$ cat src/rtl/core/cbez_pkg.sv
`timescale 1ns / 1ps
// Package for the cubic Bezier point generator: widths, sequencer step codes
// and the reciprocal table for the parameter increment. No dependencies.

package cbez_pkg;

  localparam int MAX_POINTS  = 64;
  localparam int COORD_WIDTH = 16;
  localparam int T_FRAC_BITS = 16;

  localparam int CNT_W     = $clog2(MAX_POINTS) + 1;
  localparam int IDX_W     = $clog2(MAX_POINTS);
  localparam int T_W       = T_FRAC_BITS + 1;
  localparam int SQ_W      = 2 * T_FRAC_BITS + 1;
  localparam int W_W       = 3 * T_FRAC_BITS + 1;
  localparam int B_W       = (T_W + 1 > COORD_WIDTH) ? T_W + 1 : COORD_WIDTH;
  localparam int PROD_W    = W_W + 1 + B_W;
  localparam int SUM_SHIFT = 3 * T_FRAC_BITS;

  localparam int IN_DATA_W  = ((8 * COORD_WIDTH + CNT_W + 7) / 8) * 8;
  localparam int OUT_BITS   = 2 * COORD_WIDTH + IDX_W;
  localparam int OUT_DATA_W = ((OUT_BITS + 7) / 8) * 8;

  localparam logic [T_W-1:0] T_ONE = {1'b1, {T_FRAC_BITS{1'b0}}};

  // sequencer steps: S_UU to S_W3Y each issue one product, S_TT to S_TAIL each retire the previous one
  localparam logic [3:0] S_UU  = 4'd0;
  localparam logic [3:0] S_TT  = 4'd1;
  localparam logic [3:0] S_UUU = 4'd2;
  localparam logic [3:0] S_UUT = 4'd3;
  localparam logic [3:0] S_UTT = 4'd4;
  localparam logic [3:0] S_TTT = 4'd5;
  localparam logic [3:0] S_W0X = 4'd6;
  localparam logic [3:0] S_W0Y = 4'd7;
  localparam logic [3:0] S_W1X = 4'd8;
  localparam logic [3:0] S_W1Y = 4'd9;
  localparam logic [3:0] S_W2X = 4'd10;
  localparam logic [3:0] S_W2Y = 4'd11;
  localparam logic [3:0] S_W3X = 4'd12;
  localparam logic [3:0] S_W3Y = 4'd13;
  localparam logic [3:0] S_TAIL = 4'd14;
  localparam logic [3:0] S_OUT = 4'd15;

  // floor(2^T_FRAC_BITS / n), indexed by n - 1
  function automatic logic [T_W-1:0] inc_lookup(input logic [IDX_W-1:0] nm1);
    logic [T_W-1:0] v;
    case (nm1)
      6'd0:  v = 17'd65536;  6'd1:  v = 17'd32768;  6'd2:  v = 17'd21845;
      6'd3:  v = 17'd16384;  6'd4:  v = 17'd13107;  6'd5:  v = 17'd10922;
      6'd6:  v = 17'd9362;   6'd7:  v = 17'd8192;   6'd8:  v = 17'd7281;
      6'd9:  v = 17'd6553;   6'd10: v = 17'd5957;   6'd11: v = 17'd5461;
      6'd12: v = 17'd5041;   6'd13: v = 17'd4681;   6'd14: v = 17'd4369;
      6'd15: v = 17'd4096;   6'd16: v = 17'd3855;   6'd17: v = 17'd3640;
      6'd18: v = 17'd3449;   6'd19: v = 17'd3276;   6'd20: v = 17'd3120;
      6'd21: v = 17'd2978;   6'd22: v = 17'd2849;   6'd23: v = 17'd2730;
      6'd24: v = 17'd2621;   6'd25: v = 17'd2520;   6'd26: v = 17'd2427;
      6'd27: v = 17'd2340;   6'd28: v = 17'd2259;   6'd29: v = 17'd2184;
      6'd30: v = 17'd2114;   6'd31: v = 17'd2048;   6'd32: v = 17'd1985;
      6'd33: v = 17'd1927;   6'd34: v = 17'd1872;   6'd35: v = 17'd1820;
      6'd36: v = 17'd1771;   6'd37: v = 17'd1724;   6'd38: v = 17'd1680;
      6'd39: v = 17'd1638;   6'd40: v = 17'd1598;   6'd41: v = 17'd1560;
      6'd42: v = 17'd1524;   6'd43: v = 17'd1489;   6'd44: v = 17'd1456;
      6'd45: v = 17'd1424;   6'd46: v = 17'd1394;   6'd47: v = 17'd1365;
      6'd48: v = 17'd1337;   6'd49: v = 17'd1310;   6'd50: v = 17'd1285;
      6'd51: v = 17'd1260;   6'd52: v = 17'd1236;   6'd53: v = 17'd1213;
      6'd54: v = 17'd1191;   6'd55: v = 17'd1170;   6'd56: v = 17'd1149;
      6'd57: v = 17'd1129;   6'd58: v = 17'd1110;   6'd59: v = 17'd1092;
      6'd60: v = 17'd1074;   6'd61: v = 17'd1057;   6'd62: v = 17'd1040;
      6'd63: v = 17'd1024;
      default: v = 17'd1024;
    endcase
    return v;
  endfunction

endpackage

$ cat src/rtl/core/cubic_bezier_point_generator.sv
`timescale 1ns / 1ps
// Cubic Bezier point generator top level: one shared 50x18 multiplier under
// a 16-step sequencer per point. Depends on cbez_pkg.
// Each point takes 14 products on the shared multiplier plus a retire step and
// an output step; the output step waits while the output register is stalled.
// in_tready is low during the request, so the next request is taken only after
// the last point of this one has been handed to the output register.
// Reset (rst_n low, synchronous) clears sequencer and output valid only.

module cubic_bezier_point_generator
  import cbez_pkg::*;
(
  input  logic                  clk,
  input  logic                  rst_n,
  input  logic                  in_tvalid,
  output logic                  in_tready,
  // start_x, start_y, ctrl1_x, ctrl1_y, ctrl2_x, ctrl2_y, end_x, end_y,
  // point_count, zero pad
  input  logic [IN_DATA_W-1:0]  in_tdata,
  output logic                  out_tvalid,
  input  logic                  out_tready,
  // curve_x, curve_y, point_index, zero pad
  output logic [OUT_DATA_W-1:0] out_tdata,
  // last_point
  output logic                  out_tlast
);

  logic                    busy_r;
  logic [3:0]              step_r;
  logic [CNT_W-1:0]        cnt_r;
  logic [CNT_W-1:0]        idx_r;
  logic [T_W-1:0]          inc_r;
  logic [T_W-1:0]          t_r;
  logic [COORD_WIDTH-1:0]  held_r [8];
  logic [SQ_W-1:0]         u2_r;
  logic [SQ_W-1:0]         t2_r;
  logic [W_W-1:0]          w_r [4];
  logic signed [PROD_W-1:0] prod_r;
  logic signed [PROD_W-1:0] acc_x_r;
  logic signed [PROD_W-1:0] acc_y_r;

  logic                    out_valid_r;
  logic [COORD_WIDTH-1:0]  out_x_r;
  logic [COORD_WIDTH-1:0]  out_y_r;
  logic [IDX_W-1:0]        out_idx_r;
  logic                    out_last_r;

  logic                    in_acc;
  logic [CNT_W-1:0]        n_sat;
  logic [T_W-1:0]          u_val;
  logic [W_W-1:0]          mul_a;
  logic signed [B_W-1:0]   mul_b;
  logic signed [W_W:0]     mul_as;
  logic [2:0]              coord_sel;
  logic [COORD_WIDTH-1:0]  coord;
  logic [W_W-1:0]          prod_lo;
  logic [W_W-1:0]          prod_x3;
  logic                    out_free;
  logic                    pt_last;

  localparam logic [PROD_W-1:0] RND_INIT =
    {{(PROD_W - SUM_SHIFT){1'b0}}, 1'b1, {(SUM_SHIFT - 1){1'b0}}};

  assign in_tready = !busy_r;
  assign in_acc    = in_tvalid && in_tready;
  assign n_sat     = (in_tdata[8*COORD_WIDTH +: CNT_W] > CNT_W'(MAX_POINTS)) ?
                     CNT_W'(MAX_POINTS) : in_tdata[8*COORD_WIDTH +: CNT_W];

  assign u_val     = T_ONE - t_r;
  assign coord_sel = 3'(step_r - S_W0X);
  assign coord     = held_r[coord_sel];
  assign prod_lo   = prod_r[W_W-1:0];
  assign prod_x3   = prod_lo + {prod_lo[W_W-2:0], 1'b0};
  assign out_free  = !out_valid_r || out_tready;
  assign pt_last   = (idx_r + 1'b1) == cnt_r;

  always_comb begin
    mul_a = {{(W_W - T_W){1'b0}}, u_val};
    mul_b = {{(B_W - T_W){1'b0}}, u_val};
    case (step_r)
      S_UU: begin
        mul_a = {{(W_W - T_W){1'b0}}, u_val};
        mul_b = {{(B_W - T_W){1'b0}}, u_val};
      end
      S_TT: begin
        mul_a = {{(W_W - T_W){1'b0}}, t_r};
        mul_b = {{(B_W - T_W){1'b0}}, t_r};
      end
      S_UUU: begin
        mul_a = {{(W_W - SQ_W){1'b0}}, u2_r};
        mul_b = {{(B_W - T_W){1'b0}}, u_val};
      end
      S_UUT: begin
        mul_a = {{(W_W - SQ_W){1'b0}}, u2_r};
        mul_b = {{(B_W - T_W){1'b0}}, t_r};
      end
      S_UTT: begin
        mul_a = {{(W_W - SQ_W){1'b0}}, t2_r};
        mul_b = {{(B_W - T_W){1'b0}}, u_val};
      end
      S_TTT: begin
        mul_a = {{(W_W - SQ_W){1'b0}}, t2_r};
        mul_b = {{(B_W - T_W){1'b0}}, t_r};
      end
      S_W0X, S_W0Y, S_W1X, S_W1Y, S_W2X, S_W2Y, S_W3X, S_W3Y: begin
        mul_a = w_r[coord_sel[2:1]];
        mul_b = {{(B_W - COORD_WIDTH){coord[COORD_WIDTH-1]}}, coord};
      end
      default: begin
        mul_a = {{(W_W - T_W){1'b0}}, u_val};
        mul_b = {{(B_W - T_W){1'b0}}, u_val};
      end
    endcase
  end

  assign mul_as = {1'b0, mul_a};

  // shared multiplier, registered
  always_ff @(posedge clk) begin
    prod_r <= PROD_W'(mul_as * mul_b);
  end

  // retire the product issued in the previous step (S_UU presets the accumulators)
  always_ff @(posedge clk) begin
    case (step_r)
      S_UU: begin
        acc_x_r <= RND_INIT;
        acc_y_r <= RND_INIT;
      end
      S_TT:   u2_r <= prod_r[SQ_W-1:0];
      S_UUU:  t2_r <= prod_r[SQ_W-1:0];
      S_UUT:  w_r[0] <= prod_lo;
      S_UTT:  w_r[1] <= prod_x3;
      S_TTT:  w_r[2] <= prod_x3;
      S_W0X:  w_r[3] <= prod_lo;
      S_W0Y, S_W1Y, S_W2Y, S_W3Y: acc_x_r <= acc_x_r + prod_r;
      S_W1X, S_W2X, S_W3X, S_TAIL: acc_y_r <= acc_y_r + prod_r;
      default: ;
    endcase
  end

  always_ff @(posedge clk) begin
    if (in_acc) begin
      for (int k = 0; k < 8; k++) begin
        held_r[k] <= in_tdata[k*COORD_WIDTH +: COORD_WIDTH];
      end
      inc_r <= inc_lookup(IDX_W'(n_sat - 1'b1));
      cnt_r <= n_sat;
    end
  end

  always_ff @(posedge clk) begin
    if (!rst_n) begin
      busy_r <= 1'b0;
      step_r <= S_UU;
      idx_r  <= '0;
      t_r    <= '0;
    end else if (in_acc) begin
      busy_r <= (n_sat != '0);
      step_r <= S_UU;
      idx_r  <= '0;
      t_r    <= '0;
    end else if (busy_r) begin
      if (step_r == S_OUT) begin
        if (out_free) begin
          step_r <= S_UU;
          idx_r  <= idx_r + 1'b1;
          t_r    <= t_r + inc_r;
          if (pt_last) begin
            busy_r <= 1'b0;
          end
        end
      end else begin
        step_r <= step_r + 1'b1;
      end
    end
  end

  always_ff @(posedge clk) begin
    if (!rst_n) begin
      out_valid_r <= 1'b0;
    end else if (busy_r && step_r == S_OUT && out_free) begin
      out_valid_r <= 1'b1;
    end else if (out_tready) begin
      out_valid_r <= 1'b0;
    end
  end

  always_ff @(posedge clk) begin
    if (busy_r && step_r == S_OUT && out_free) begin
      out_x_r    <= acc_x_r[SUM_SHIFT +: COORD_WIDTH];
      out_y_r    <= acc_y_r[SUM_SHIFT +: COORD_WIDTH];
      out_idx_r  <= idx_r[IDX_W-1:0];
      out_last_r <= pt_last;
    end
  end

  assign out_tvalid = out_valid_r;
  assign out_tlast  = out_last_r;
  assign out_tdata  = {{(OUT_DATA_W - OUT_BITS){1'b0}}, out_idx_r, out_y_r, out_x_r};

  a_start: assert property (@(posedge clk) disable iff (!rst_n)
    (in_acc && in_tdata[8*COORD_WIDTH +: CNT_W] != '0) |=> busy_r && step_r == S_UU)
    else $error("request with points did not start the sequencer");

  a_idx_range: assert property (@(posedge clk) disable iff (!rst_n)
    busy_r |-> idx_r < cnt_r)
    else $error("point index beyond point count");

  a_idle_step: assert property (@(posedge clk) disable iff (!rst_n)
    !busy_r |-> step_r == S_UU)
    else $error("sequencer not parked while idle");

  a_emit: assert property (@(posedge clk) disable iff (!rst_n)
    (busy_r && step_r == S_OUT && out_free) |=> out_tvalid)
    else $error("finished point not offered");

  a_last_ends: assert property (@(posedge clk) disable iff (!rst_n)
    (busy_r && step_r == S_OUT && out_free && pt_last) |=> !busy_r)
    else $error("request did not end after its last point");

endmodule
$ cat config.mk
export PLATFORM = sky130hd
export DESIGN_NAME = cubic_bezier_point_generator
export DESIGN_NICKNAME = d
export VERILOG_FILES = /design/src/rtl/core/cbez_pkg.sv /design/src/rtl/core/cubic_bezier_point_generator.sv
export SDC_FILE = /design/constraint.sdc
export NUM_CORES = 2
export LEC_CHECK = 0
export ABC_CLOCK_PERIOD_IN_PS = 17850
export BUFFER_PORTS_ARGS = -buffer_cell sky130_fd_sc_hd__buf_2
export CAP_MARGIN = 30
export CORE_MARGIN = 2
export CORE_UTILIZATION = 66
export CTS_BUF_LIST = sky130_fd_sc_hd__clkbuf_4
export CTS_CLUSTER_DIAMETER = 200
export DETAILED_ROUTE_END_ITERATION = 6
export GPL_TIMING_DRIVEN = 1
export PLACE_DENSITY = 0.84
export SYNTH_ARGS = -nofsm -noshare
export SYNTH_HDL_FRONTEND = slang
export SYNTH_SLANG_ARGS = --single-unit
$ cat constraint.sdc
create_clock -name clk -period 17.85 [get_ports clk]
set_input_delay 1.785 -clock clk [delete_from_list [all_inputs] [get_ports clk]]
set_output_delay 1.785 -clock clk [all_outputs]
set_load 0.005 [all_outputs]
==> run summary <==
outcome - finished with violations
failing checks - design-rule violations
1st-iter DRT viols - 5131
H-Tree Depth - 4
commonest non-fill, non-tap cell in the layout - inv_1
Async S/R FF share, synth - 0
hold buffers post-CTS - 0
routability cong. - 0.972
RSZ-0062 raised after global routing - no
Clk Latency, worst-skew pair - 1.05 ns
largest family of logic cells by synthesized area - adder cells
Final Critical Period - 12.30 ns
utilization after layout - 0.713
Worst-path clk slew - 0.07 ns
CP Launch Type - flop
DP Area - 65400 µm²
Synth Flop Type - edfxtp_1
Die ar. - 98400 µm²
Initial Util - 0.666
Syn Inst Count - 6343
core region area - 95000 µm²
pin count of the biggest net entering global routing - 93
PD cells - 50.2 nW/µm²
Worst Reg-to-Reg Cells - 36
Placement Setup Slack - 5.79 ns
P&R area growth vs syn - 6.96%
commonest cells after routing, fill and taps aside - inv_1, nand2_1, fa_1
worst vdd ir - 0.0720 mV
r2r setup slk - 5.55 ns
crit end category - flop
vias in the first global route - 51200
gr ovfl total - 0
xor-xnor portion of the synthesized cell area - 0.0365
Inserted Clock Buffers - 166
routed len/inst - 21.7 µm
Worst Skew - 0.0826 ns
cell area after layout - 67700 µm²
initial antenna violation count - 4
Critical Path Sink - prod_r[47]$_DFF_P_
Final Non-Filler Cells - 7879
Vias/cell - 6.20
final WL - 171000 µm
antenna viol nets, final - 0
Worst Hold Slack - 0.454 ns
Final Max Tran Viols - 0
row count - 113
yosys warns - 0
Max Cap Violations - 0
Total Power - 3.40 mW
Critical Path AT - 13.28 ns
Distinct cells, synth - 88
synthesized cell area - 63300 µm²
# setup viols final - 0
critical path's slowest cell - nor4_2
fraction of layout instances using a drive strength above 1 - 0.102
drt pass-1 iters - 7
f_max - 0.0813 GHz
first-pass GRT wire length - 273000 µm
CTS Sinks - 675
syn avg cell area - 9.98 µm²
number of enable flip-flop cells after synthesis - 581
setup ws final - 5.55 ns
Die Span Y - 314 µm
Clock Tree Buf Depth - 3
Worst Hold Class - flop to flop
Critical Path Source - step_r[0]$_SDFFE_PP0P_
#FFs+latches synth - 675
Post-CTS Repair Setup Buffers - 0
FF-to-FF Start - step_r[0]$_SDFFE_PP0P_
leak pwr - 30.5 nW
kind of critical path - flop to flop
DP Cell Count - 7575
Worst path most repeated cell - inv_1
Die X - 314 µm
nets - 7754
Critical Path RT - 18.83 ns
# port buffers - 179
Total Neg Setup Slack - 0 ns
Synth Area in Adders - 0.314
CP max FO - 47
via count - 48800
final hold vios - 0
Detailed Place HPWL - 127000 µm
post-synthesis mux area share - 0.0319
r2r endpoint - prod_r[47]$_DFF_P_
total track usage - 0.356
FILL cells - 6680
Worst-Margin Slew - 1.10 ns
# resized after CTS - 0
Rel. slew slack - 0.266
Synth Area in Simple Gates - 0.127
CTS Root Cell - clkbuf_4
max incr delay on CP - 0.95 ns
multi-input logic area - 39200 µm²
I/O pin total - 183
crit share post-route - 0.689
Synth Area in Compound Gates - 0.108
DRC errors left - 14
CTS tree - built
Reg area - 19300 µm²
post-synthesis sequential area ratio - 0.305
[worst max-delay path, delay by kind of cell (launching register included)]
| family | cells | cell delay, ns |
|---|---|---|
| DFF | 1 | 0.31 |
| xor gates and xnor gates | 1 | 0.16 |
| adders and majority gates | 8 | 3.66 |
| and+or+nand+nor | 6 | 2.33 |
| buffers and inverters | 11 | 2.23 |
| AOI/OAI and AO/OA | 10 | 3.49 |
[worst min path at each step]
stage	startpoint	end	slack (ns)	cells past startpoint
2_1_floorplan	idx_r[2]$_SDFFE_PP0P_	out_idx_r[2]$_DFFE_PP_	0.41	0
3_3_place_gp	acc_y_r[49]$_SDFFCE_PN0P_	out_y_r[1]$_DFFE_PP_	0.44	0
3_5_place_dp	acc_y_r[60]$_SDFFCE_PN0P_	out_y_r[12]$_DFFE_PP_	0.44	0
4_1_cts	acc_y_r[60]$_SDFFCE_PN0P_	out_y_r[12]$_DFFE_PP_	0.45	0
5_1_grt	acc_y_r[60]$_SDFFCE_PN0P_	out_y_r[12]$_DFFE_PP_	0.46	0
6_report	acc_y_r[60]$_SDFFCE_PN0P_	out_y_r[12]$_DFFE_PP_	0.45	0
[layer usage]
layer	track usage	routed length [µm]	vias up
met5	0	0	-
met4	0.159	7840	0
met3	0.0822	19900	591
met2	0.563	78900	2946
met1	0.475	64100	24000
li1	-	-	21300
[report_power, final]
group          internal, mW  switching [mW]
combinational        0.0898           0.160
clock                 0.709           0.656
sequential             1.76          0.0225
total                  2.56           0.838
[cell usage after synthesis, types with 8 or more instances]
library cell / n / area [µm²]
nor2_1: 512 / 1920
a21o_1: 169 / 1270
a31oi_1: 45 / 282
dfxtp_1: 94 / 1880
a221o_1: 14 / 140
o31ai_1: 14 / 105
a311oi_1: 8 / 70.1
or3_4: 8 / 90.1
o22ai_1: 8 / 50.1
a211o_1: 14 / 123
a21boi_0: 14 / 105
o41ai_1: 8 / 70.1
o211ai_1: 32 / 240
nand3_1: 59 / 295
o21a_1: 31 / 233
edfxtp_1: 581 / 17400
inv_1: 1006 / 3780
mux4_2: 81 / 1820
a21oi_1: 304 / 1520
clkbuf_1: 236 / 886
xor2_1: 104 / 911
buf_2: 24 / 120
mux2i_1: 17 / 170
nor2b_1: 52 / 325
buf_1: 21 / 78.8
or3_1: 25 / 156
and2_1: 114 / 713
and3_1: 33 / 206
nand2b_1: 50 / 313
nand4_1: 37 / 231
o21ai_0: 175 / 876
fa_1: 755 / 15100
nand2_1: 834 / 3130
nor3_1: 61 / 305
xnor2_1: 160 / 1400
a211oi_1: 49 / 368
o21bai_1: 33 / 248
ha_1: 380 / 4750
or2_2: 11 / 68.8
a22oi_1: 31 / 233
a221oi_1: 21 / 184
[flip-flops by register name, indices dropped and copies added, names as in the netlist]
signal and cells:
idx_r 7, acc_y_r 64, u2_r 33, out_idx_r 6
w_r 196, out_tlast 1, out_x_r 16, t2_r 33
prod_r 64, acc_x_r 64, out_tvalid 1, t_r 17
busy_r 1, out_y_r 16, cnt_r 7, inc_r 17
step_r 4, held_r 128
[area by class of cell]
class                           instances  share of cell area
Multi-Input combinational cell       4374               0.580
Sequential cell                       675               0.286
Inverter                             1007              0.0559
Clock buffer                          233              0.0258
Tap cell                             1265              0.0234
Timing Repair Buffer                  255              0.0225
Clock inverter                         63             0.00697
Antenna cell                            7            0.000259
[cell families (layout without fill, tap and decap cells)]
| group | Yosys count | count (layout) |
|---|---|---|
| other cells | 1 | 9 |
| fa+ha+maj | 1135 | 1135 |
| mux | 100 | 100 |
| flops | 675 | 675 |
| compound gates | 1045 | 1045 |
| xor+xnor | 264 | 264 |
| buf+inv | 1295 | 1558 |
| simple gates | 1828 | 1828 |
No activity file was read; power rests on OpenSTA's default activity.
